===== src/hw/rtl/utf8_stream_decoder_defines.svh =====
// Assertion macros shared by the UTF-8 stream decoder RTL.
`ifndef UTF8_STREAM_DECODER_DEFINES_SVH
`define UTF8_STREAM_DECODER_DEFINES_SVH

// Same-cycle implication, disabled while reset is asserted.
`define U8SD_ASSERT_NOW(label, clk, rst_n, ante, cons) \
    label: assert property (@(posedge clk) disable iff (!(rst_n)) (ante) |-> (cons)) \
        else $error("u8sd assertion failed");

// Next-cycle implication, disabled while reset is asserted.
`define U8SD_ASSERT_NEXT(label, clk, rst_n, ante, cons) \
    label: assert property (@(posedge clk) disable iff (!(rst_n)) (ante) |=> (cons)) \
        else $error("u8sd assertion failed");

`endif


===== src/hw/rtl/u8sd_pkg.sv =====
// Types, status codes and constants of the UTF-8 stream decoder.
`timescale 1ns / 1ps
package u8sd_pkg;

    localparam logic [20:0] CpMax     = 21'h10FFFF;
    localparam logic [20:0] SurrFirst = 21'h00D800;
    localparam logic [20:0] SurrLast  = 21'h00DFFF;

    localparam logic [2:0] StatusOk       = 3'd0;
    localparam logic [2:0] StatusBadLead  = 3'd1;
    localparam logic [2:0] StatusTrunc    = 3'd2;
    localparam logic [2:0] StatusBadCont  = 3'd3;
    localparam logic [2:0] StatusBadValue = 3'd4;

    typedef struct packed {
        logic [7:0] data_byte;
        logic       end_of_text;
    } u8sd_in_t;

    typedef struct packed {
        logic [20:0] code_point;
        logic [2:0]  status;
        logic        text_done;
    } u8sd_out_t;

    // Smallest value that a sequence with the given continuation count may encode.
    function automatic logic [20:0] min_value(input logic [1:0] seq_class);
        logic [20:0] v;
        case (seq_class)
            2'd1:    v = 21'h000080;
            2'd2:    v = 21'h000800;
            2'd3:    v = 21'h010000;
            default: v = 21'h000000;
        endcase
        return v;
    endfunction

endpackage


===== src/hw/rtl/utf8_stream_decoder.sv =====
// Strict streaming UTF-8 decoder: one byte in per transfer, one result per sequence.
// Decode is combinational; a result is registered and shows at m_data in the next cycle.
// Throughput: one byte per cycle, stalled while a held result waits on m_ready.
// Reset: synchronous active-low aresetn clears the sequence state and the result valid.
`timescale 1ns / 1ps
module utf8_stream_decoder (
    input  logic                aclk,
    input  logic                aresetn,
    input  logic                s_valid,
    output logic                s_ready,
    input  u8sd_pkg::u8sd_in_t  s_data,
    output logic                m_valid,
    input  logic                m_ready,
    output u8sd_pkg::u8sd_out_t m_data
);
    import u8sd_pkg::*;
    `include "utf8_stream_decoder_defines.svh"

    logic [1:0]  pending_reg, pending_next;
    logic [20:0] acc_reg, acc_next;
    logic [1:0]  class_reg, class_next;
    logic        badc_reg, badc_next;
    logic        skip_reg, skip_next;
    logic        m_valid_reg, m_valid_next;
    u8sd_out_t   out_reg, out_next;

    logic        accept;
    logic        emit;
    u8sd_out_t   res;
    logic [7:0]  b;
    logic        eot;
    logic [1:0]  need;
    logic [20:0] bits;
    logic        lead_ok;
    logic [20:0] cp;
    logic [1:0]  pend_dec;
    logic        badc_acc;

    assign s_ready = !m_valid_reg || m_ready;
    assign accept  = s_valid && s_ready;
    assign m_valid = m_valid_reg;
    assign m_data  = out_reg;
    assign b       = s_data.data_byte;
    assign eot     = s_data.end_of_text;

    always_comb begin
        lead_ok = 1'b1;
        need    = 2'd0;
        bits    = {13'd0, b};
        if (b[7] == 1'b0) begin
            need = 2'd0;
            bits = {13'd0, b};
        end else if (b[7:5] == 3'b110) begin
            need = 2'd1;
            bits = {16'd0, b[4:0]};
        end else if (b[7:4] == 4'b1110) begin
            need = 2'd2;
            bits = {17'd0, b[3:0]};
        end else if (b[7:3] == 5'b11110) begin
            need = 2'd3;
            bits = {18'd0, b[2:0]};
        end else begin
            lead_ok = 1'b0;
        end
    end

    assign cp       = {acc_reg[14:0], b[5:0]};
    assign pend_dec = pending_reg - 2'd1;
    assign badc_acc = badc_reg || (b[7:6] != 2'b10);

    always_comb begin
        pending_next = pending_reg;
        acc_next     = acc_reg;
        class_next   = class_reg;
        badc_next    = badc_reg;
        skip_next    = skip_reg;
        emit         = 1'b0;
        res          = '{code_point: 21'd0, status: StatusOk, text_done: eot};

        if (skip_reg) begin
            if (eot) begin
                skip_next = 1'b0;
            end
        end else if (pending_reg == 2'd0) begin
            if (!lead_ok) begin
                emit = 1'b1;
                res  = '{code_point: 21'd0, status: StatusBadLead, text_done: 1'b1};
                skip_next = !eot;
            end else if (need == 2'd0) begin
                emit = 1'b1;
                res  = '{code_point: bits, status: StatusOk, text_done: eot};
            end else if (eot) begin
                emit = 1'b1;
                res  = '{code_point: 21'd0, status: StatusTrunc, text_done: 1'b1};
            end else begin
                pending_next = need;
                class_next   = need;
                acc_next     = bits;
                badc_next    = 1'b0;
            end
        end else if (pend_dec != 2'd0) begin
            if (eot) begin
                emit = 1'b1;
                res  = '{code_point: 21'd0, status: StatusTrunc, text_done: 1'b1};
                pending_next = 2'd0;
                acc_next     = 21'd0;
                class_next   = 2'd0;
                badc_next    = 1'b0;
            end else begin
                pending_next = pend_dec;
                acc_next     = cp;
                badc_next    = badc_acc;
            end
        end else begin
            emit         = 1'b1;
            pending_next = 2'd0;
            acc_next     = 21'd0;
            class_next   = 2'd0;
            badc_next    = 1'b0;
            if (badc_acc) begin
                res = '{code_point: 21'd0, status: StatusBadCont, text_done: 1'b1};
                skip_next = !eot;
            end else if (cp < min_value(class_reg) || cp > CpMax ||
                         (cp >= SurrFirst && cp <= SurrLast)) begin
                res = '{code_point: 21'd0, status: StatusBadValue, text_done: 1'b1};
                skip_next = !eot;
            end else begin
                res = '{code_point: cp, status: StatusOk, text_done: eot};
            end
        end
    end

    always_comb begin
        m_valid_next = m_valid_reg;
        out_next     = out_reg;
        if (s_ready) begin
            m_valid_next = accept && emit;
            if (accept && emit) begin
                out_next = res;
            end
        end
    end

    always_ff @(posedge aclk) begin
        if (!aresetn) begin
            pending_reg <= 2'd0;
            acc_reg     <= 21'd0;
            class_reg   <= 2'd0;
            badc_reg    <= 1'b0;
            skip_reg    <= 1'b0;
            m_valid_reg <= 1'b0;
        end else begin
            m_valid_reg <= m_valid_next;
            if (accept) begin
                pending_reg <= pending_next;
                acc_reg     <= acc_next;
                class_reg   <= class_next;
                badc_reg    <= badc_next;
                skip_reg    <= skip_next;
            end
        end
    end

    always_ff @(posedge aclk) begin
        out_reg <= out_next;
    end

    `U8SD_ASSERT_NOW(a_err_result_ends_text, aclk, aresetn, m_valid_reg && out_reg.status != StatusOk, out_reg.code_point == 21'd0 && out_reg.text_done)
    `U8SD_ASSERT_NOW(a_ok_result_is_scalar, aclk, aresetn, m_valid_reg && out_reg.status == StatusOk, out_reg.code_point <= CpMax && (out_reg.code_point < SurrFirst || out_reg.code_point > SurrLast))
    `U8SD_ASSERT_NOW(a_skip_has_no_sequence, aclk, aresetn, skip_reg, pending_reg == 2'd0)
    `U8SD_ASSERT_NEXT(a_end_clears_state, aclk, aresetn, accept && s_data.end_of_text, pending_reg == 2'd0 && !skip_reg && !badc_reg)

endmodule


===== config.mk =====
export PLATFORM = sky130hd
export DESIGN_NAME = utf8_stream_decoder
export DESIGN_NICKNAME = d
export VERILOG_FILES = /design/src/hw/rtl/u8sd_pkg.sv /design/src/hw/rtl/utf8_stream_decoder.sv
export VERILOG_INCLUDE_DIRS = /design/src /design/src/hw/rtl
export SDC_FILE = /design/constraint.sdc
export NUM_CORES = 1
export LEC_CHECK = 0
export BUFFER_PORTS_ARGS = -buffer_cell sky130_fd_sc_hd__buf_2
export CAP_MARGIN = 0
export CORE_MARGIN = 2
export CORE_UTILIZATION = 55
export DETAILED_ROUTE_END_ITERATION = 6
export GPL_TIMING_DRIVEN = 0
export HOLD_SLACK_MARGIN = 0.12
export PLACE_DENSITY_LB_ADDON = 0.12
export SYNTH_ARGS = -nofsm -noshare
export SYNTH_HDL_FRONTEND = slang
export SYNTH_SLANG_ARGS = --single-unit

===== constraint.sdc =====
create_clock -name aclk -period 2.99 [get_ports aclk]
set_input_delay 0.299 -clock aclk [delete_from_list [all_inputs] [get_ports aclk]]
set_output_delay 0.299 -clock aclk [all_outputs]
set_load 0.01 [all_outputs]

==> results_dict.tcl, run 1 <==
set metrics [dict create \
    synth_xor_area_share_pct 0 \
    cp-end-kind "flip-flop" \
    timing.hold.ws_ps 229 \
    swShare_pct 24.4 \
    core_um2 3740 \
    tritoncts "yes" \
    skew_ps 5.38 \
    track_usage_pct 23.9 \
    die_x_um 66.9 \
    dr.pass1.iters 5 \
    synth_compound_area_share_pct 16.7 \
    postRouteAntennaNets 0 \
    area_growth_pct 16.7 \
    synthCells 206 \
    design_area_um2 2540 \
    dieArea_um2 4470 \
    final_common_cell "buf_2" \
    routedWlPerCell_um 16.2 \
    p_int_mw 1.03 \
    fin_setup_tns_ps 0 \
    die_y_um 66.9 \
    yosys.area_share.adder_pct 2.88 \
    place_hpwl_um 3430 \
    drv_cap 0 \
    overflow 0 \
    synthArstFlopShare_pct 0 \
    vias 1793 \
    pre_cts_slack_ps 740 \
    cts.sinks 47 \
    startpoint_type "flip-flop" \
    mostFrequentLayoutCells "buf_2, edfxtp_1, dfxtp_1" \
    r2r_slack_ps 690 \
    rsz0062_at_grt "no" \
    grt_pass1_vias 1555 \
    largest_reg_flops 25 \
    status "finished, final reports clean" \
    crit_fanout 10 \
    drc 0 \
    drv_slew 0 \
    gp_congestion 0.853 \
    viasPerCell 6.00 \
    diodes 0 \
    grt_pass1_wl_um 7750 \
    clk_pin_slew_worst_paths_ps 80 \
    timing.rr.start "pending_reg[0]" \
    min_to "acc_reg[2]" \
    reg2reg_depth 10 \
    hp-start "s_data[3]" \
    htreeDepth 2 \
    synth_edf_count 25 \
    dp.cells 291 \
    cts-resized-gates 0 \
    nets 268 \
    drt_iter0_markers 201 \
    synth_top_family_by_area "simple AND/OR/NAND/NOR gates" \
    hp-class "primary input to flip-flop" \
    wirelength_um 4840 \
    clock.fmax_ghz 0.434 \
    rows 22 \
    synthMuxAreaShare_pct 0 \
    fill_cells 299 \
    relSlewSlack_pct 44.8 \
    holdPathStages 2 \
    drive_above_1_share_pct 21.9 \
    worst_slack_ps 685 \
    final-hold-violation-count 0 \
    holdBufCountCts 0 \
    portBuffers 36 \
    ir_drop_mv 0.269 \
    min_period_over_period_pct 77.1 \
    start_util_pct 58.1 \
    yosysWarnings 0 \
    synthesis.area_um2 2180 \
    multiInputGateArea_um2 908 \
    place_area_um2 2430 \
    clk_latency_ps 310 \
    cts_setup_buffers 0 \
    finalNonFillerCells 299 \
    seqPwrFrac_pct 53.6 \
    synth_ff_type "edfxtp_1" \
    synth-seq-cells 47 \
    seq_area_frac_synth_pct 54.7 \
    reg2reg_to "acc_reg[14]" \
    finalSetupViolCount 0 \
    power_mw 1.37 \
    cp_data_required_time_ps 3220 \
    syn_nets 224 \
    combPwrFrac_pct 12.7 \
    fin_crit_ps 2300 \
    cts_max_path_buffers 2 \
    p_leak_nw 0.956 \
    synth.avg_cell_area_um2 10.6 \
    final_core_util_pct 67.8 \
    power_switching_uw 334 \
    cts_root_buf "clkbuf_8" \
    grt_max_degree 23 \
    arrival_ps 2530 \
    critical_path_class "flip-flop to flip-flop" \
    numCtsBuffers 5 \
    worstMarginPinSlew_ps 821 \
    antenna_found_initial 0 \
    io_pins 40 \
    regArea_um2 1190 \
    yosysUniqueCellTypes 47 \
    yosys.area_share.simple_pct 22.0 \
    powerDensity_nw_per_um2 538 \
    clkPwrFrac_pct 33.7 \
]
==> synth_stat cells, types with 3 or more instances <==
library cell / n / area [um2]
ha_1: 5 / 62.6
nand3_1: 21 / 105
and2_1: 10 / 62.6
nor3_1: 4 / 20.0
or3b_2: 3 / 26.3
o31ai_1: 3 / 22.5
o41ai_1: 4 / 35.0
a21oi_1: 8 / 40.0
nor2b_1: 7 / 43.8
nor2_1: 8 / 30.0
nand2b_1: 3 / 18.8
o21ai_0: 12 / 60.1
edfxtp_1: 25 / 751
dfxtp_1: 22 / 440
inv_1: 7 / 26.3
nor4_1: 3 / 18.8
and3_1: 3 / 18.8
clkbuf_1: 7 / 26.3
buf_2: 3 / 15.0
a32o_1: 4 / 40.0
nand2_1: 12 / 45.0
==> cell type report <==
class | count | share of cell area, %
Buffer | 12 | 1.92
Clock inverter | 1 | 1.18
Tap cell | 48 | 2.36
Inverter | 8 | 1.18
Timing Repair Buffer | 37 | 7.68
Sequential cell | 47 | 46.9
Multi-Input combinational cell | 139 | 35.8
Clock buffer | 7 | 3.00
==> cells by family (layout without fill, tap and decap cells) <==
logic type,after synthesis,count (layout)
flip-flops,47,47
AND/OR/NAND/NOR,85,85
adder cells (fa/ha/maj),5,5
AO/OA/AOI/OAI,49,49
buffers and inverters,20,65
==> worst max-delay path, stage by stage (launching register included) <==
cell,delay (ps)
dfxtp_1,330
inv_1,90
ha_1,140
clkbuf_1,330
inv_1,220
a41oi_1,190
or2_2,120
buf_2,180
clkbuf_1,380
nand3_1,120
o21ai_0,100
==> layer usage <==
| layer | GRT usage, % | vias to the layer above | share of wire [%] | routed length [um] |
|---|---|---|---|---|
| li1 | - | 863 | - | - |
| met2 | 35.1 | 109 | 45 | 2160 |
| met1 | 33.0 | 811 | 44 | 2120 |
| met4 | 9.95 | 0 | 1.9 | 93 |
| met5 | 0 | - | 0 | 0 |
| met3 | 6.93 | 10 | 9.8 | 473 |
==> how the worst max path moves through the flow <==
stage / start / endpoint / cells after the start
after floorplan: pending_reg[0] / m_data[0] / 7
after global placement: pending_reg[0] / m_data[16] / 7
after detailed placement: pending_reg[0] / acc_reg[14] / 10
after CTS: pending_reg[0] / acc_reg[7] / 10
after global routing: pending_reg[0] / acc_reg[9] / 10
final: pending_reg[0] / acc_reg[14] / 10
==> power groups by stage <==
| stage | Combinational, mW | Sequential, mW | Clock [mW] |
|---|---|---|---|
| floorplan | 0.0866 | 0.765 | 0 |
| global placement | 0.163 | 0.747 | 0 |
| detailed placement | 0.172 | 0.747 | 0 |
| CTS | 0.173 | 0.732 | 0.467 |
| global route | 0.192 | 0.735 | 0.489 |
| finish | 0.174 | 0.732 | 0.460 |
Note: power is estimated with default switching activity, not from simulation.
==> run 2, diff against run 1 <==
CORE_UTILIZATION = 49   (was 55)
clock period = 2 ns   (was 2.99 ns; I/O delays follow)
==> run 2 against run 1 <==
Die area increased by 11%; first-iteration DRC count down 8.5%; wire length increased by 12%; clock skew barely moved; global-route usage shrank 2.2 points; sequential cell count unchanged; largest cell class unchanged.
==> results_dict.tcl, run 2 (same netlist as run 1, synthesis figures left out) <==
set metrics [dict create \
    status "finished, final reports clean" \
    diodes 0 \
    reg2reg_depth 6 \
    grt_max_degree 15 \
    p_leak_nw 1.03 \
    drive_above_1_share_pct 34.9 \
    hp-start "s_data[2]" \
    die_x_um 70.6 \
    tritoncts "yes" \
    power_switching_uw 520 \
    critical_path_class "flip-flop to flip-flop" \
    postRouteAntennaNets 0 \
    endpoint "m_data[13]" \
    worst_slack_ps 2.33 \
    io_pins 40 \
    drc 0 \
    place_area_um2 2440 \
    routedWlPerCell_um 17.4 \
    place_hpwl_um 3460 \
    worstMarginPinSlew_ps 529 \
    cts.sinks 47 \
    seqPwrFrac_pct 55.7 \
    powerDensity_nw_per_um2 710 \
    rows 24 \
    swShare_pct 26.5 \
    die_y_um 70.6 \
    critPathLaunch "acc_reg[1]" \
    cp-end-kind "flip-flop" \
    grt_pass1_wl_um 8470 \
    crit_fanout 5 \
    htreeDepth 2 \
    cts_root_buf "clkbuf_8" \
    skew_ps 5.30 \
    antenna_found_initial 0 \
    startpoint_type "flip-flop" \
    clk_pin_slew_worst_paths_ps 80 \
    p_int_mw 1.44 \
    hp-class "primary input to flip-flop" \
    pre_cts_slack_ps -246 \
    vias 1870 \
    reg2reg_to "m_data[13]" \
    power_mw 1.96 \
    arrival_ps 2060 \
    final_common_cell "buf_2" \
    core_um2 4320 \
    cp_data_required_time_ps 2060 \
    finalNonFillerCells 313 \
    drv_cap 0 \
    viasPerCell 5.97 \
    r2r_slack_ps 2 \
    clock.fmax_ghz 0.501 \
    rsz0062_at_grt "yes" \
    drt_iter0_markers 184 \
    mostFrequentLayoutCells "buf_2, edfxtp_1, nand3_1" \
    design_area_um2 2770 \
    fill_cells 354 \
    finalSetupViolCount 0 \
    gp_congestion 0.889 \
    overflow 0 \
    numCtsBuffers 5 \
    fin_crit_ps 2000 \
    min_period_over_period_pct 99.9 \
    combPwrFrac_pct 16.3 \
    wirelength_um 5440 \
    relSlewSlack_pct 64.4 \
    area_growth_pct 27.1 \
    timing.rr.start "acc_reg[1]" \
    portBuffers 36 \
    ir_drop_mv 0.319 \
    dr.pass1.iters 4 \
    largest_reg_flops 25 \
    clk_latency_ps 300 \
    clkPwrFrac_pct 28.0 \
    dp.cells 294 \
    track_usage_pct 21.8 \
    grt_pass1_vias 1618 \
    dieArea_um2 4990 \
    start_util_pct 50.3 \
    cts_max_path_buffers 2 \
    drv_slew 0 \
    nets 278 \
    final-hold-violation-count 0 \
]
-- run 2: cell count changes in the layout (fill, tap and decap cells not counted), sizes merged --
cell	change
buf	+8
bufinv	-1
clkbuf	-2
clkinv	+2
dlygate4sd3	+1
nor2	+1
nor3	+1
-- run 2: final cells by class --
| cell class | count | area (um2) | area share (%) |
|---|---|---|---|
| multi-input cells | 141 | 1040 | 37.7 |
| repair buffers | 46 | 295 | 10.7 |
| plain buffers | 11 | 48.8 | 1.76 |
| clock inverters | 2 | 8.76 | 0.317 |
| inverters | 8 | 32.5 | 1.18 |
| clock buffers | 6 | 72.6 | 2.62 |
| well taps | 52 | 65.1 | 2.35 |
| flip-flops and latches | 47 | 1200 | 43.4 |
-- run 2: routing by layer --
layer  up-vias  global-route usage [%]  part of all wire (%)
li1        893                       -                     -
met1       884                    32.8                    45
met2        79                    30.4                    44
met3        14                    4.70                   7.5
met4         0                    9.01                   2.8
met5         -                       0                     0
-- run 2: power groups by stage --
| stage | Combinational, mW | Sequential [mW] | Clock (mW) |
|---|---|---|---|
| 2_1_floorplan | 0.136 | 1.14 | 0 |
| 3_3_place_gp | 0.253 | 1.12 | 0 |
| 3_5_place_dp | 0.257 | 1.12 | 0 |
| 4_1_cts | 0.276 | 1.10 | 0.561 |
| 5_1_grt | 0.347 | 1.10 | 0.597 |
| 6_report | 0.320 | 1.09 | 0.550 |
-- run 2: per-stage QoR --
step	utilization [%]	setup TNS, ps	hold slack [ps]
2_1_floorplan	-	0	326
3_3_place_gp	56.4	-7620	433
3_5_place_dp	56.4	-10110	433
4_1_cts	59.9	0	140
5_1_grt	64.0	-805	138
6_report	64.0	0	145
-- run 2: critical path: stages, from the launching register on --
cell      delay [ps]
dfxtp_2          340
or4b_4           550
o311ai_4         250
and3_4           300
buf_12           120
nor3_4            50
and2_1           160
-- run 2: repair_timing --
action	4_1_cts	5_1_grt
pin swaps	3	13
hold buffers	1	0
gates resized for setup	11	25
setup endpoints to repair	62	63
setup buffers	2	7
endpoints found under the hold margin	1	0
cloned	1	1
-- run 2: how the worst min path moves through the flow --
stage / to / cells after the start / slack [ps]
after floorplan: acc_reg[0] / 1 / 330
after global placement: acc_reg[1] / 2 / 430
after detailed placement: acc_reg[0] / 2 / 430
after CTS: acc_reg[1] / 2 / 140
after global routing: acc_reg[1] / 2 / 140
final: acc_reg[1] / 2 / 150
==> run 3, diff against run 2 <==
CTS_CLUSTER_SIZE = 8   (was unset)
MAX_ROUTING_LAYER = met4   (was unset)
REMOVE_ABC_BUFFERS = 1   (was unset)
==> run 3 against run 2 <==
The run now ends with setup timing left; cell area is 1.2% lower; worst setup slack got worse by 72 ps; critical path depth decreased by 1.
==> results_dict.tcl, run 3 (same netlist as run 1, synthesis figures left out) <==
set metrics [dict create \
    status "complete, but fails checks" \
    violations "setup timing" \
    clkPwrFrac_pct 29.4 \
    final-hold-violation-count 0 \
    min_to "acc_reg[0]" \
    final_common_cell "buf_2" \
    grt_pass1_vias 1522 \
    clk_latency_ps 300 \
    cts.sinks 47 \
    portBuffers 39 \
    cp-end-kind "flip-flop" \
    cp_top_family "simple AND/OR/NAND/NOR gates" \
    numCtsBuffers 5 \
    htreeDepth 2 \
    clock.fmax_ghz 0.483 \
    worstMarginPinSlew_ps 504 \
    track_usage_pct 19.8 \
    finalSetupViolCount 18 \
    start_util_pct 50.3 \
    critPathMaxStageDelay_ps 550 \
    rows 24 \
    path_buf_inv 0 \
    fin_crit_ps 2070 \
    io_pins 40 \
    wirelength_um 5100 \
    nets 274 \
    crit_chain "or4_4 -> o41ai_4 -> nor4_2 -> a21oi_2 -> nor2b_1" \
    combPwrFrac_pct 15.2 \
    p_int_mw 1.45 \
    reg2reg_to "m_data[9]" \
    viasPerCell 6.03 \
    ir_drop_mv 0.427 \
    r2r_slack_ps -70 \
    largest_reg_flops 25 \
    place_hpwl_um 3170 \
    min_period_over_period_pct 103 \
    dieArea_um2 4990 \
    vias 1864 \
    reg2reg_depth 5 \
    crit_fanout 6 \
    hp-class "primary input to flip-flop" \
    powerDensity_nw_per_um2 723 \
    dr.pass1.iters 4 \
    cp_data_required_time_ps 2050 \
    rsz0062_at_grt "yes" \
    core_um2 4320 \
    relSlewSlack_pct 66.3 \
    holdPathStages 2 \
    clk_pin_slew_worst_paths_ps 90 \
    drv_cap 0 \
    grt_max_degree 37 \
    arrival_ps 2120 \
    postRouteAntennaNets 0 \
    die_x_um 70.6 \
    drv_slew 0 \
    cp_num_cells 5 \
    die_y_um 70.6 \
    tritoncts "yes" \
    antenna_found_initial 0 \
    p_leak_nw 1.03 \
    gp_congestion 0.954 \
    routedWlPerCell_um 16.5 \
    worst_slack_ps -69.5 \
    timing.rr.start "acc_reg[10]" \
    diodes 0 \
    drt_iter0_markers 179 \
    mostFrequentLayoutCells "buf_2, edfxtp_1, nand3_1" \
    slowest_stage "or4_4" \
    power_mw 1.98 \
    power_switching_uw 530 \
    seqPwrFrac_pct 55.4 \
    grt_pass1_wl_um 7530 \
    drive_above_1_share_pct 33.5 \
    skew_ps 5.86 \
    startpoint_type "flip-flop" \
    critical_path_class "flip-flop to flip-flop" \
    cts_max_path_buffers 2 \
    drc 0 \
    overflow 0 \
    area_growth_pct 25.6 \
    fin_setup_tns_ps -675 \
    cts_root_buf "clkbuf_8" \
    swShare_pct 26.8 \
    hp-start "s_data[1]" \
]
[run 3: per-layer routing]
layer / wire length (um) / up-vias / track usage (%)
met5: 0 / - / -
met4: 97 / 0 / 6.50
met3: 374 / 10 / 4.99
met2: 2300 / 86 / 27.1
met1: 2320 / 884 / 28.8
li1: - / 884 / -
[run 3: cell type report]
| cell class | instances | area (um2) |
|---|---|---|
| clock buffers | 6 | 72.6 |
| clock inverters | 2 | 16.3 |
| fillers | 355 | 1590 |
| inverters | 8 | 30.0 |
| multi-input cells | 141 | 1030 |
| flip-flops and latches | 47 | 1200 |
| well taps | 52 | 65.1 |
| repair buffers | 53 | 325 |
[run 3: power groups by stage]
stage          combinational (mW)  clock [mW]  sequential (mW)
6_report                    0.301       0.580             1.10
5_1_grt                     0.327       0.642             1.10
2_1_floorplan               0.113           0             1.14
3_3_place_gp                0.239           0             1.12
3_5_place_dp                0.258           0             1.12
4_1_cts                     0.273       0.597             1.10
[run 3: repair_timing]
action | in CTS | in global routing
setup endpoints to repair | 63 | 45
resized for setup | 15 | 11
pin swaps | 4 | 16
hold buffers | 2 | 0
setup buffers | 1 | 10
gates cloned | 0 | 2
hold endpoints to repair | 2 | 0
[run 3: worst register-to-register path: cells and delay by family, from the launching register on]
family	cells	cell delay [ps]
compound gates	2	710
flops	1	360
simple gates	3	740
[run 3: metrics by stage]
stage	instance area, um2	utilization (%)	worst slack [ps]	hold WS (ps)	instances
global placement	2390	55.2	-1170	430	285
finish	2730	63.2	-69.5	132	309
CTS	2600	60.2	-35.4	123	297
global route	2730	63.2	-132	124	309
detailed placement	2420	56.0	-329	432	286
floorplan	2130	-	-639	326	194
[run 3: worst max path at each step]
stage | startpoint | end | slack, ps
2_1_floorplan | pending_reg[0] | m_data[0] | -640
3_3_place_gp | pending_reg[0] | m_data[23] | -1170
3_5_place_dp | pending_reg[0] | class_reg[0] | -330
4_1_cts | acc_reg[10] | m_data[4] | -40
5_1_grt | acc_reg[10] | m_data[4] | -130
6_report | acc_reg[10] | m_data[9] | -70
